===== config.mk =====
export PLATFORM = sky130hd
export DESIGN_NAME = spi_master_four_mode_shifter
export DESIGN_NICKNAME = d
export VERILOG_FILES = /design/src/design/smfs_pkg.sv /design/src/design/smfs_front.sv /design/src/design/smfs_queue.sv /design/src/design/smfs_back.sv /design/src/design/spi_master_four_mode_shifter.sv
export SDC_FILE = /design/constraint.sdc
export NUM_CORES = 1
export LEC_CHECK = 0
export BUFFER_PORTS_ARGS = -buffer_cell sky130_fd_sc_hd__buf_2
export CORE_MARGIN = 10
export CORE_UTILIZATION = 35
export DETAILED_ROUTE_END_ITERATION = 10
export SETUP_SLACK_MARGIN = 0.2
export SYNTH_ARGS = -nofsm -noshare
export SYNTH_HDL_FRONTEND = slang
export SYNTH_SLANG_ARGS = --single-unit

===== constraint.sdc =====
create_clock -name i_clk -period 4.56 [get_ports i_clk]
set_input_delay 0.228 -clock i_clk [delete_from_list [all_inputs] [get_ports i_clk]]
set_output_delay 0.228 -clock i_clk [all_outputs]
set_load 0.1 [all_outputs]

===== src/design/smfs_pkg.sv =====
package smfs_pkg;

    localparam logic [3:0] SLAVES = 4'd8;

    localparam logic [1:0] OP_TICK  = 2'd0;
    localparam logic [1:0] OP_START = 2'd1;
    localparam logic [1:0] OP_CS    = 2'd2;

    localparam logic [1:0] ST_OK    = 2'd0;
    localparam logic [1:0] ST_BUSY  = 2'd1;
    localparam logic [1:0] ST_RANGE = 2'd2;

    localparam logic [1:0] CFG_SLAVE_COUNT = 2'd0;
    localparam logic [1:0] CFG_MODE_TABLE  = 2'd1;
    localparam logic [1:0] CFG_HALF_PERIOD = 2'd2;

    localparam logic [7:0] MSB_MASK = 8'h80;

    typedef struct packed {
        logic [1:0] operation;
        logic [7:0] tx_byte;
        logic [2:0] slave_index;
        logic       cs_level;
        logic       miso;
    } t_in;

    typedef struct packed {
        logic       sclk;
        logic       mosi;
        logic [7:0] cs_lines;
        logic [7:0] rx_byte;
        logic       byte_done;
        logic       busy_res;
        logic [1:0] status;
    } t_out;

    typedef struct packed {
        logic [3:0]  slave_count;
        logic [15:0] mode_table;
        logic [7:0]  half_period;
    } t_cfg;

    // classified word handed from front to back
    typedef struct packed {
        logic [1:0] operation;
        logic [7:0] tx_byte;
        logic [2:0] slave_index;
        logic       cs_level;
        logic       miso;
        logic       idx_ok;
        logic [1:0] mode;
        logic [7:0] half_period;
    } t_cmd;

endpackage


===== src/design/smfs_front.sv =====
module smfs_front (
    input  smfs_pkg::t_in  i_word,
    input  smfs_pkg::t_cfg i_cfg,
    output smfs_pkg::t_cmd o_cmd
);
    import smfs_pkg::*;

    logic [3:0] lim;

    always_comb begin
        lim = (i_cfg.slave_count > SLAVES) ? SLAVES : i_cfg.slave_count;
        o_cmd.operation   = i_word.operation;
        o_cmd.tx_byte     = i_word.tx_byte;
        o_cmd.slave_index = i_word.slave_index;
        o_cmd.cs_level    = i_word.cs_level;
        o_cmd.miso        = i_word.miso;
        o_cmd.idx_ok      = ({1'b0, i_word.slave_index} < lim);
        o_cmd.mode        = i_cfg.mode_table[{i_word.slave_index, 1'b0} +: 2];
        o_cmd.half_period = (i_cfg.half_period == 8'd0) ? 8'd1 : i_cfg.half_period;
    end

endmodule


===== src/design/smfs_queue.sv =====
module smfs_queue (
    input  logic           i_clk,
    input  logic           i_rst_n,
    input  logic           i_valid,
    input  smfs_pkg::t_cmd i_cmd,
    output logic           o_stall,
    output logic           o_valid,
    output smfs_pkg::t_cmd o_cmd,
    input  logic           i_pop
);
    import smfs_pkg::*;

    t_cmd       r_slot [2];
    logic       r_head;
    logic [1:0] r_count;
    logic       push;
    logic       pop;
    logic       wr_ptr;

    assign o_stall = (r_count == 2'd2);
    assign o_valid = (r_count != 2'd0);
    assign o_cmd   = r_slot[r_head];
    assign push    = i_valid && !o_stall;
    assign pop     = i_pop && o_valid;
    assign wr_ptr  = r_head ^ r_count[0];

    always_ff @(posedge i_clk) begin
        if (push) begin
            r_slot[wr_ptr] <= i_cmd;
        end
    end

    always_ff @(posedge i_clk) begin
        if (!i_rst_n) begin
            r_head  <= 1'b0;
            r_count <= 2'd0;
        end else begin
            if (pop) begin
                r_head <= ~r_head;
            end
            r_count <= r_count + {1'b0, push} - {1'b0, pop};
        end
    end

endmodule


===== src/design/smfs_back.sv =====
module smfs_back (
    input  logic           i_clk,
    input  logic           i_rst_n,
    input  logic           i_valid,
    input  smfs_pkg::t_cmd i_cmd,
    output logic           o_pop,
    output logic           o_out_valid,
    input  logic           i_out_stall,
    output smfs_pkg::t_out o_out
);
    import smfs_pkg::*;

    logic [7:0] r_tx, n_tx;
    logic [7:0] r_rx, n_rx;
    logic [3:0] r_bits, n_bits;
    logic       r_phase, n_phase;
    logic [7:0] r_ticks, n_ticks;
    logic [7:0] r_cs, n_cs;
    logic       r_clk_lvl, n_clk_lvl;
    logic       r_busy, n_busy;
    logic       r_mosi, n_mosi;
    logic [1:0] r_mode, n_mode;
    logic       r_out_valid;
    t_out       r_out;
    t_out       res;
    logic [8:0] next_tick;
    logic [3:0] bits_inc;

    assign o_pop       = i_valid && (!r_out_valid || !i_out_stall);
    assign o_out_valid = r_out_valid;
    assign o_out       = r_out;

    always_comb begin
        n_tx      = r_tx;
        n_rx      = r_rx;
        n_bits    = r_bits;
        n_phase   = r_phase;
        n_ticks   = r_ticks;
        n_cs      = r_cs;
        n_clk_lvl = r_clk_lvl;
        n_busy    = r_busy;
        n_mosi    = r_mosi;
        n_mode    = r_mode;
        res       = '0;
        res.status = ST_OK;
        next_tick = {1'b0, r_ticks} + 9'd1;
        bits_inc  = r_bits + 4'd1;
        if (o_pop) begin
            case (i_cmd.operation)
                OP_START: begin
                    if (r_busy) begin
                        res.status = ST_BUSY;
                    end else if (!i_cmd.idx_ok) begin
                        res.status = ST_RANGE;
                    end else begin
                        n_mode    = i_cmd.mode;
                        n_tx      = i_cmd.tx_byte;
                        n_rx      = 8'd0;
                        n_bits    = 4'd0;
                        n_phase   = 1'b0;
                        n_ticks   = 8'd0;
                        n_clk_lvl = i_cmd.mode[1];
                        n_busy    = 1'b1;
                        if (!i_cmd.mode[0]) begin
                            n_mosi = |(i_cmd.tx_byte & MSB_MASK);
                        end
                    end
                end
                OP_CS: begin
                    if (!i_cmd.idx_ok) begin
                        res.status = ST_RANGE;
                    end else begin
                        n_cs[i_cmd.slave_index] = i_cmd.cs_level;
                        if (!r_busy) begin
                            n_clk_lvl = i_cmd.mode[1];
                        end
                    end
                end
                OP_TICK: begin
                    if (r_busy) begin
                        if (next_tick >= {1'b0, i_cmd.half_period}) begin
                            n_ticks   = 8'd0;
                            n_clk_lvl = ~r_clk_lvl;
                            if (!r_phase) begin
                                // leading edge
                                if (r_mode[0]) begin
                                    n_mosi = |(r_tx & MSB_MASK);
                                    n_tx   = {r_tx[6:0], 1'b0};
                                end else begin
                                    n_rx = {r_rx[6:0], i_cmd.miso};
                                end
                                n_phase = 1'b1;
                            end else begin
                                // trailing edge
                                if (r_mode[0]) begin
                                    n_rx = {r_rx[6:0], i_cmd.miso};
                                end
                                n_phase = 1'b0;
                                if (bits_inc >= 4'd8) begin
                                    n_busy        = 1'b0;
                                    res.byte_done = 1'b1;
                                    res.rx_byte   = n_rx;
                                    n_bits        = 4'd0;
                                end else begin
                                    n_bits = bits_inc;
                                    if (!r_mode[0]) begin
                                        n_tx   = {r_tx[6:0], 1'b0};
                                        n_mosi = r_tx[6];
                                    end
                                end
                            end
                        end else begin
                            n_ticks = next_tick[7:0];
                        end
                    end
                end
                default: begin
                end
            endcase
        end
        res.sclk     = n_clk_lvl;
        res.mosi     = n_mosi;
        res.cs_lines = n_cs;
        res.busy_res = n_busy;
    end

    always_ff @(posedge i_clk) begin
        if (!i_rst_n) begin
            r_tx        <= 8'd0;
            r_rx        <= 8'd0;
            r_bits      <= 4'd0;
            r_phase     <= 1'b0;
            r_ticks     <= 8'd0;
            r_cs        <= 8'hFF;
            r_clk_lvl   <= 1'b0;
            r_busy      <= 1'b0;
            r_mosi      <= 1'b0;
            r_mode      <= 2'd0;
            r_out_valid <= 1'b0;
        end else begin
            r_tx        <= n_tx;
            r_rx        <= n_rx;
            r_bits      <= n_bits;
            r_phase     <= n_phase;
            r_ticks     <= n_ticks;
            r_cs        <= n_cs;
            r_clk_lvl   <= n_clk_lvl;
            r_busy      <= n_busy;
            r_mosi      <= n_mosi;
            r_mode      <= n_mode;
            r_out_valid <= o_pop || (r_out_valid && i_out_stall);
        end
    end

    always_ff @(posedge i_clk) begin
        if (o_pop) begin
            r_out <= res;
        end
    end

endmodule


===== src/design/spi_master_four_mode_shifter.sv =====
// channel | valid       | stall        | word
// input   | i_in_valid  | o_in_stall   | i_in  (t_in)
// result  | o_out_valid | i_out_stall  | o_out (t_out)
// config  | i_cfg_we    | -            | i_cfg_index, i_cfg_data
// One word per clock while the result is not stalled; each word passes
// through a queue slot, then the transfer engine and its result register.
// A result stall reaches the input once the two-entry queue fills.
// Reset (synchronous, i_rst_n low) empties queue and result register.
// A stalled result holds; input stalls only when the queue is full.
module spi_master_four_mode_shifter (
    input  logic            i_clk,
    input  logic            i_rst_n,
    input  logic            i_in_valid,
    output logic            o_in_stall,
    input  smfs_pkg::t_in   i_in,
    output logic            o_out_valid,
    input  logic            i_out_stall,
    output smfs_pkg::t_out  o_out,
    input  logic            i_cfg_we,
    input  logic [1:0]      i_cfg_index,
    input  logic [15:0]     i_cfg_data
);
    import smfs_pkg::*;

    t_cfg r_cfg;
    t_cmd front_cmd;
    t_cmd q_cmd;
    logic q_valid;
    logic q_pop;

    always_ff @(posedge i_clk) begin
        if (!i_rst_n) begin
            r_cfg.slave_count <= 4'd8;
            r_cfg.mode_table  <= 16'd0;
            r_cfg.half_period <= 8'd1;
        end else if (i_cfg_we) begin
            case (i_cfg_index)
                CFG_SLAVE_COUNT: r_cfg.slave_count <= i_cfg_data[3:0];
                CFG_MODE_TABLE:  r_cfg.mode_table  <= i_cfg_data;
                CFG_HALF_PERIOD: r_cfg.half_period <= i_cfg_data[7:0];
                default: begin
                end
            endcase
        end
    end

    smfs_front u_front (
        .i_word (i_in),
        .i_cfg  (r_cfg),
        .o_cmd  (front_cmd)
    );

    smfs_queue u_queue (
        .i_clk   (i_clk),
        .i_rst_n (i_rst_n),
        .i_valid (i_in_valid),
        .i_cmd   (front_cmd),
        .o_stall (o_in_stall),
        .o_valid (q_valid),
        .o_cmd   (q_cmd),
        .i_pop   (q_pop)
    );

    smfs_back u_back (
        .i_clk       (i_clk),
        .i_rst_n     (i_rst_n),
        .i_valid     (q_valid),
        .i_cmd       (q_cmd),
        .o_pop       (q_pop),
        .o_out_valid (o_out_valid),
        .i_out_stall (i_out_stall),
        .o_out       (o_out)
    );

`ifndef SYNTHESIS
    a_done_ends_busy: assert property (@(posedge i_clk) disable iff (!i_rst_n)
        o_out_valid && o_out.byte_done |-> !o_out.busy_res)
        else $error("byte_done while still busy");

    a_reject_no_done: assert property (@(posedge i_clk) disable iff (!i_rst_n)
        o_out_valid && (o_out.status != ST_OK) |-> !o_out.byte_done)
        else $error("rejected word reports a finished byte");

    a_pop_needs_word: assert property (@(posedge i_clk) disable iff (!i_rst_n)
        q_pop |-> q_valid)
        else $error("engine took a word from an empty queue");

    a_reset_clears: assert property (@(posedge i_clk)
        !i_rst_n |=> !o_out_valid && !o_in_stall)
        else $error("reset left result or queue occupied");
`endif

endmodule

* Word level (Yosys, flattened, before mapping) *
Memories as Yosys holds them, arrays and structs flattened. A register that Yosys moved wholly into a read port is not among the register bits.
Index checks and enable logic that the tools add are counted.

word-level totals
  output and inout port bits = 24
  bits in registers = 95
  memories = 1
  bits of input ports = 38
  word-level logic and storage cells = 155
  bits in writable memories = 52

memory list
  memory          words  width  rd ports  clocked after memory_dff  wr ports  line              text
  u_queue.r_slot  2      26     1         1                         1         smfs_queue.sv:13  t_cmd r_slot [2];

cells by class
  reductions and logical operators = 26
  $add $sub $neg = 4
  magnitude comparators = 6
  bitwise logic cells = 4
  eq/ne operators = 14
  muxes and demuxes = 76
  shift operators = 1

operators by type and width
  operator             count
  $mux 8               21
  $pmux 8 s2           3
  $mux 1               35
  $mux 4               7
  $shiftx 16x5->2      1
  $reduce_and 7->1     2
  $reduce_and 5->1     2
  $add 8x1->9 const B  1
  $ge 9x8->1           1
  $reduce_and 9->1     1
  $bwmux 8             1
  $logic_not 8->1      1
  $ne 2x1->1 const B   4
  $pmux 4 s2           1
  $reduce_and 4->1     2
  $eq 2x2->1 const B   3
  $ne 3x3->1 const B   2
  $pmux 1 s2           3
  $reduce_and 2->1     3
  $reduce_and 6->1     1
  $logic_and 1x1->1    5
  $add 4x1->4 const B  1
  $eq 2x1->1 const B   2
  $ge 4x4->1 const B   1
  other kinds (19)     27

* Depth between registers and ports, before layout *
  depth after elaboration = 8
  depth in mapped cells = 13

* Modules after synthesis *
A second synthesis with hierarchy kept.

unflattened totals
  cells, all modules = 579
  area, all modules = 6,950.4 µm²

modules (own cells, without submodules)
  module                        instances  area an instance (µm²)  seq. area each (µm²)  cells an instance
  smfs_back                     1          3,314.4                 1,501.4               322
  smfs_queue                    1          2,199.6                 1,641.6               105
  spi_master_four_mode_shifter  1          1,089.8                 560.5                 113
  smfs_front                    1          346.6                   0.0                   39

* Least setup slack after synthesis *
Ideal clock, no wire load.

  path type = reg-to-reg
  start point = reg (tool-made name)
  end point = reg u_back.r_cs[7]
  period minus slack after synthesis = 3,272 ps
  stages on the path, launching flop included = 12
  path slack = 1,288 ps
  buffers on the path = 4
  data arrival time = 3,148 ps
  cell sequence = dfxtp_1 -> buf_4 -> clkbuf_1 -> buf_2 -> buf_2 -> mux2i_1 -> ha_1 -> inv_1 -> or4_1 -> nor2b_1 -> mux2_2 -> or2_2

RTL lines
  element               line              text
  to (signal assigned)  smfs_back.sv:146  r_cs <= n_cs;
  to (decl)             smfs_back.sv:18   logic [7:0] r_cs, n_cs;

==> results.json <==
{
  "cp-end-kind": "flop",
  "cp.required_ns": 4.84,
  "dp_slack_ns": 1.36,
  "pin_count": 62,
  "yosysTopAreaCell": "edfxtp_1",
  "worstHoldPathType": "in2reg",
  "synth_edf_count": 74,
  "p_leak_nw": 2.88,
  "worst_slew_pin_slew_ns": 1.06,
  "asyncSetResetFlopFracSynth_pct": 0,
  "netlist_top_cells_area": "edfxtp_1 34%, dfxtp_1 22%, mux2i_1 6.2%, ha_1 3.4%, nor2_1 3.2%",
  "fmaxAchievable_mhz": 311,
  "placed_area_mm2": 0.00714,
  "clk_pin_slew_worst_paths_ns": 0.06,
  "port_buffers": 61,
  "worstPathMaxFanout": 14,
  "crit_type": "reg2reg",
  "clockRootBuffer": "clkbuf_16",
  "drt_wl_total_um": 14500,
  "synthesis.area_mm2": 0.00663,
  "grt_pass1_vias": 4618,
  "p_total_mw": 4.62,
  "cts_buffers": 17,
  "cts-htree-levels": 4,
  "cts_tree": "built",
  "status": "finished clean",
  "die_w_um": 158,
  "stdcell_area_mm2": 0.00782,
  "initial_core_util_pct": 35.6,
  "wl_per_cell_um": 16.3,
  "yosysWarnings": 0,
  "relSlewSlack_pct": 29.2,
  "layout_common_cells": "74 x dfxtp_1, 74 x edfxtp_1, 61 x buf_2",
  "antenna_found_initial": 0,
  "crit_arrival_ns": 3.49,
  "cts_max_path_buffers": 2,
  "setup_viol": 0,
  "grt_max_degree": 53,
  "synth_top_area_share_pct": 33.5,
  "ys_ff_latch": 148,
  "num_rows": 50,
  "layout_setup_ws_ns": 1.35,
  "rsz0062_at_grt": "no",
  "drive_gt1_share_pct": 21.6,
  "nets": 697,
  "max-cap-violations": 0,
  "clk_latency_ns": 0.42,
  "min_period_ns": 3.21,
  "cts_setup_buffers": 0,
  "viasPerCell": 5.16,
  "remaining_drc_errors": 0,
  "period_share_pct": 70.4,
  "dr.pass1.iters": 4,
  "numClockSinks": 148,
  "place_congestion": 0.817,
  "grt_first_pass_wirelength_um": 23500,
  "cp_cell_sequence": "mux2i_1 > ha_1 > buf_4 > nand2_1 > o32ai_4 > nand2_2 > o21ai_1 > nor2_1",
  "ys_seq_area_share_pct": 55.9,
  "antenna_left": 0,
  "synth_flop_cell": "edfxtp_1",
  "hp-start": "i_in[11]",
  "hold_viol": 0,
  "n_antenna_cell": 0,
  "synth_cell_types": 64,
  "synth_nets": 639,
  "start_kind": "flop",
  "skew_ns": 0.0113,
  "grt_usage_pct": 11.9,
  "areaGrowthSynthToFinish_pct": 17.9,
  "drv_slew": 0,
  "die-area_mm2": 0.0248,
  "power_density_mw_per_mm2": 591,
  "setup-tns-final_ns": 0,
  "syn-instance-count": 583,
  "grt_overflow": 0,
  "coreArea_mm2": 0.0186,
  "crit_path_max_incr_delay_ns": 0.57,
  "dieHeight_um": 158,
  "drtIter0Drc": 276,
  "slowest_stage": "o21ai_1",
  "vias": 4581,
  "ir_worst_vdd_mv": 0.283,
  "hpwl_um": 10300,
  "syn_avg_cell_area_um2": 11.4,
  "rrSetupSlack_ns": 1.35
}
==> path summary, 6_finish.rpt <==
path	cells past startpoint	end
min reg2reg	2	r_cfg[20]$_SDFFE_PN0P_
max	8	u_back.r_ticks[2]$_SDFFE_PN0P_
min	1	u_queue.r_slot[0][22]$_DFFE_PP_
max reg2reg	8	u_back.r_ticks[2]$_SDFFE_PN0P_
==> critical path: cells and delay by family, from the launching register on <==
family	cells	cell delay (ns)
simple gates	3	0.58
buf+inv	1	0.29
compound gates	2	0.95
fa+ha+maj	1	0.53
flops	1	0.40
mux	1	0.33
==> sequential cells by signal, summed over array words and instances, names as in the netlist, named ones only <==
name                flops
u_queue.r_slot         52
r_cfg                  28
u_back.o_out           22
u_back.r_cs             8
u_back.r_rx             8
u_back.r_ticks          8
u_back.r_tx             8
u_back.r_bits           4
u_queue.r_count         2
u_back.o_out_valid      1
u_back.r_busy           1
u_back.r_clk_lvl        1
u_back.r_mode           1
u_back.r_mosi           1
u_back.r_phase          1
u_queue.r_head          1
==> what timing repair did <==
item                      4_1_cts  5_1_grt
hold endpoints to repair        6        4
hold buffers                    3        2
resized for setup               0        0
==> kinds of logic (layout without fill, tap and decap cells) <==
| kind of cell | after synthesis | in the layout | synth area share, % |
|---|---|---|---|
| compound gates | 101 | 101 | 11.6 |
| fa+ha+maj | 18 | 18 | 3.40 |
| mux | 60 | 60 | 10.1 |
| simple gates | 185 | 185 | 13.3 |
| buf+inv | 52 | 123 | 3.17 |
| flops | 148 | 148 | 55.9 |
| xor+xnor | 19 | 19 | 2.51 |
==> layout make-up <==
type / count / area, um^2
fillers: 1783 / 10800
flip-flops and latches: 148 / 3700
multi-input cells: 383 / 2720
clock buffers: 22 / 485
repair buffers: 73 / 408
well taps: 234 / 293
clock inverters: 10 / 140
inverters: 18 / 67.6
==> where the power goes <==
group	internal (mW)	switching [mW]	leakage (nW)
logic	0.356	1.03	1.30
clock network	0.925	0.528	0.307
registers	1.68	0.104	1.28
==> cells in the mapped netlist (3+ instances only) <==
| cell | instances |
|---|---|
| nor3_1 | 9 |
| a31oi_1 | 5 |
| nor2_1 | 56 |
| or2_2 | 10 |
| o211ai_1 | 12 |
| a22o_1 | 7 |
| and3_1 | 5 |
| dfxtp_1 | 74 |
| inv_1 | 16 |
| mux4_2 | 4 |
| xor2_1 | 13 |
| nor2b_1 | 6 |
| or3_1 | 3 |
| a21oi_1 | 30 |
| a21o_1 | 3 |
| clkbuf_1 | 24 |
| nand2_1 | 55 |
| nand3_1 | 13 |
| nor4_1 | 4 |
| xnor2_1 | 6 |
| nand3b_1 | 3 |
| mux2_2 | 14 |
| nand2b_1 | 4 |
| o21ai_0 | 13 |
| nand4_1 | 3 |
| ha_1 | 18 |
| mux2i_1 | 41 |
| a211oi_1 | 3 |
| edfxtp_1 | 74 |
| buf_2 | 6 |
| o41ai_1 | 5 |
==> routing by layer <==
layer	track usage [%]	wire length (um)
met1	14.4	6530
met2	19.7	7140
met3	3.88	725
met4	3.92	96
met5	0	0
==> per-stage QoR <==
step	util, %	instances	hold slack, ns
after detailed placement	38.3	851	0.421
final	41.9	888	0.0206
after global placement	38.3	851	0.419
after floorplan	-	583	0.327
after CTS	41.8	886	0.00230
after global routing	41.9	888	0.00350
Power figures use the tool's default switching activity.
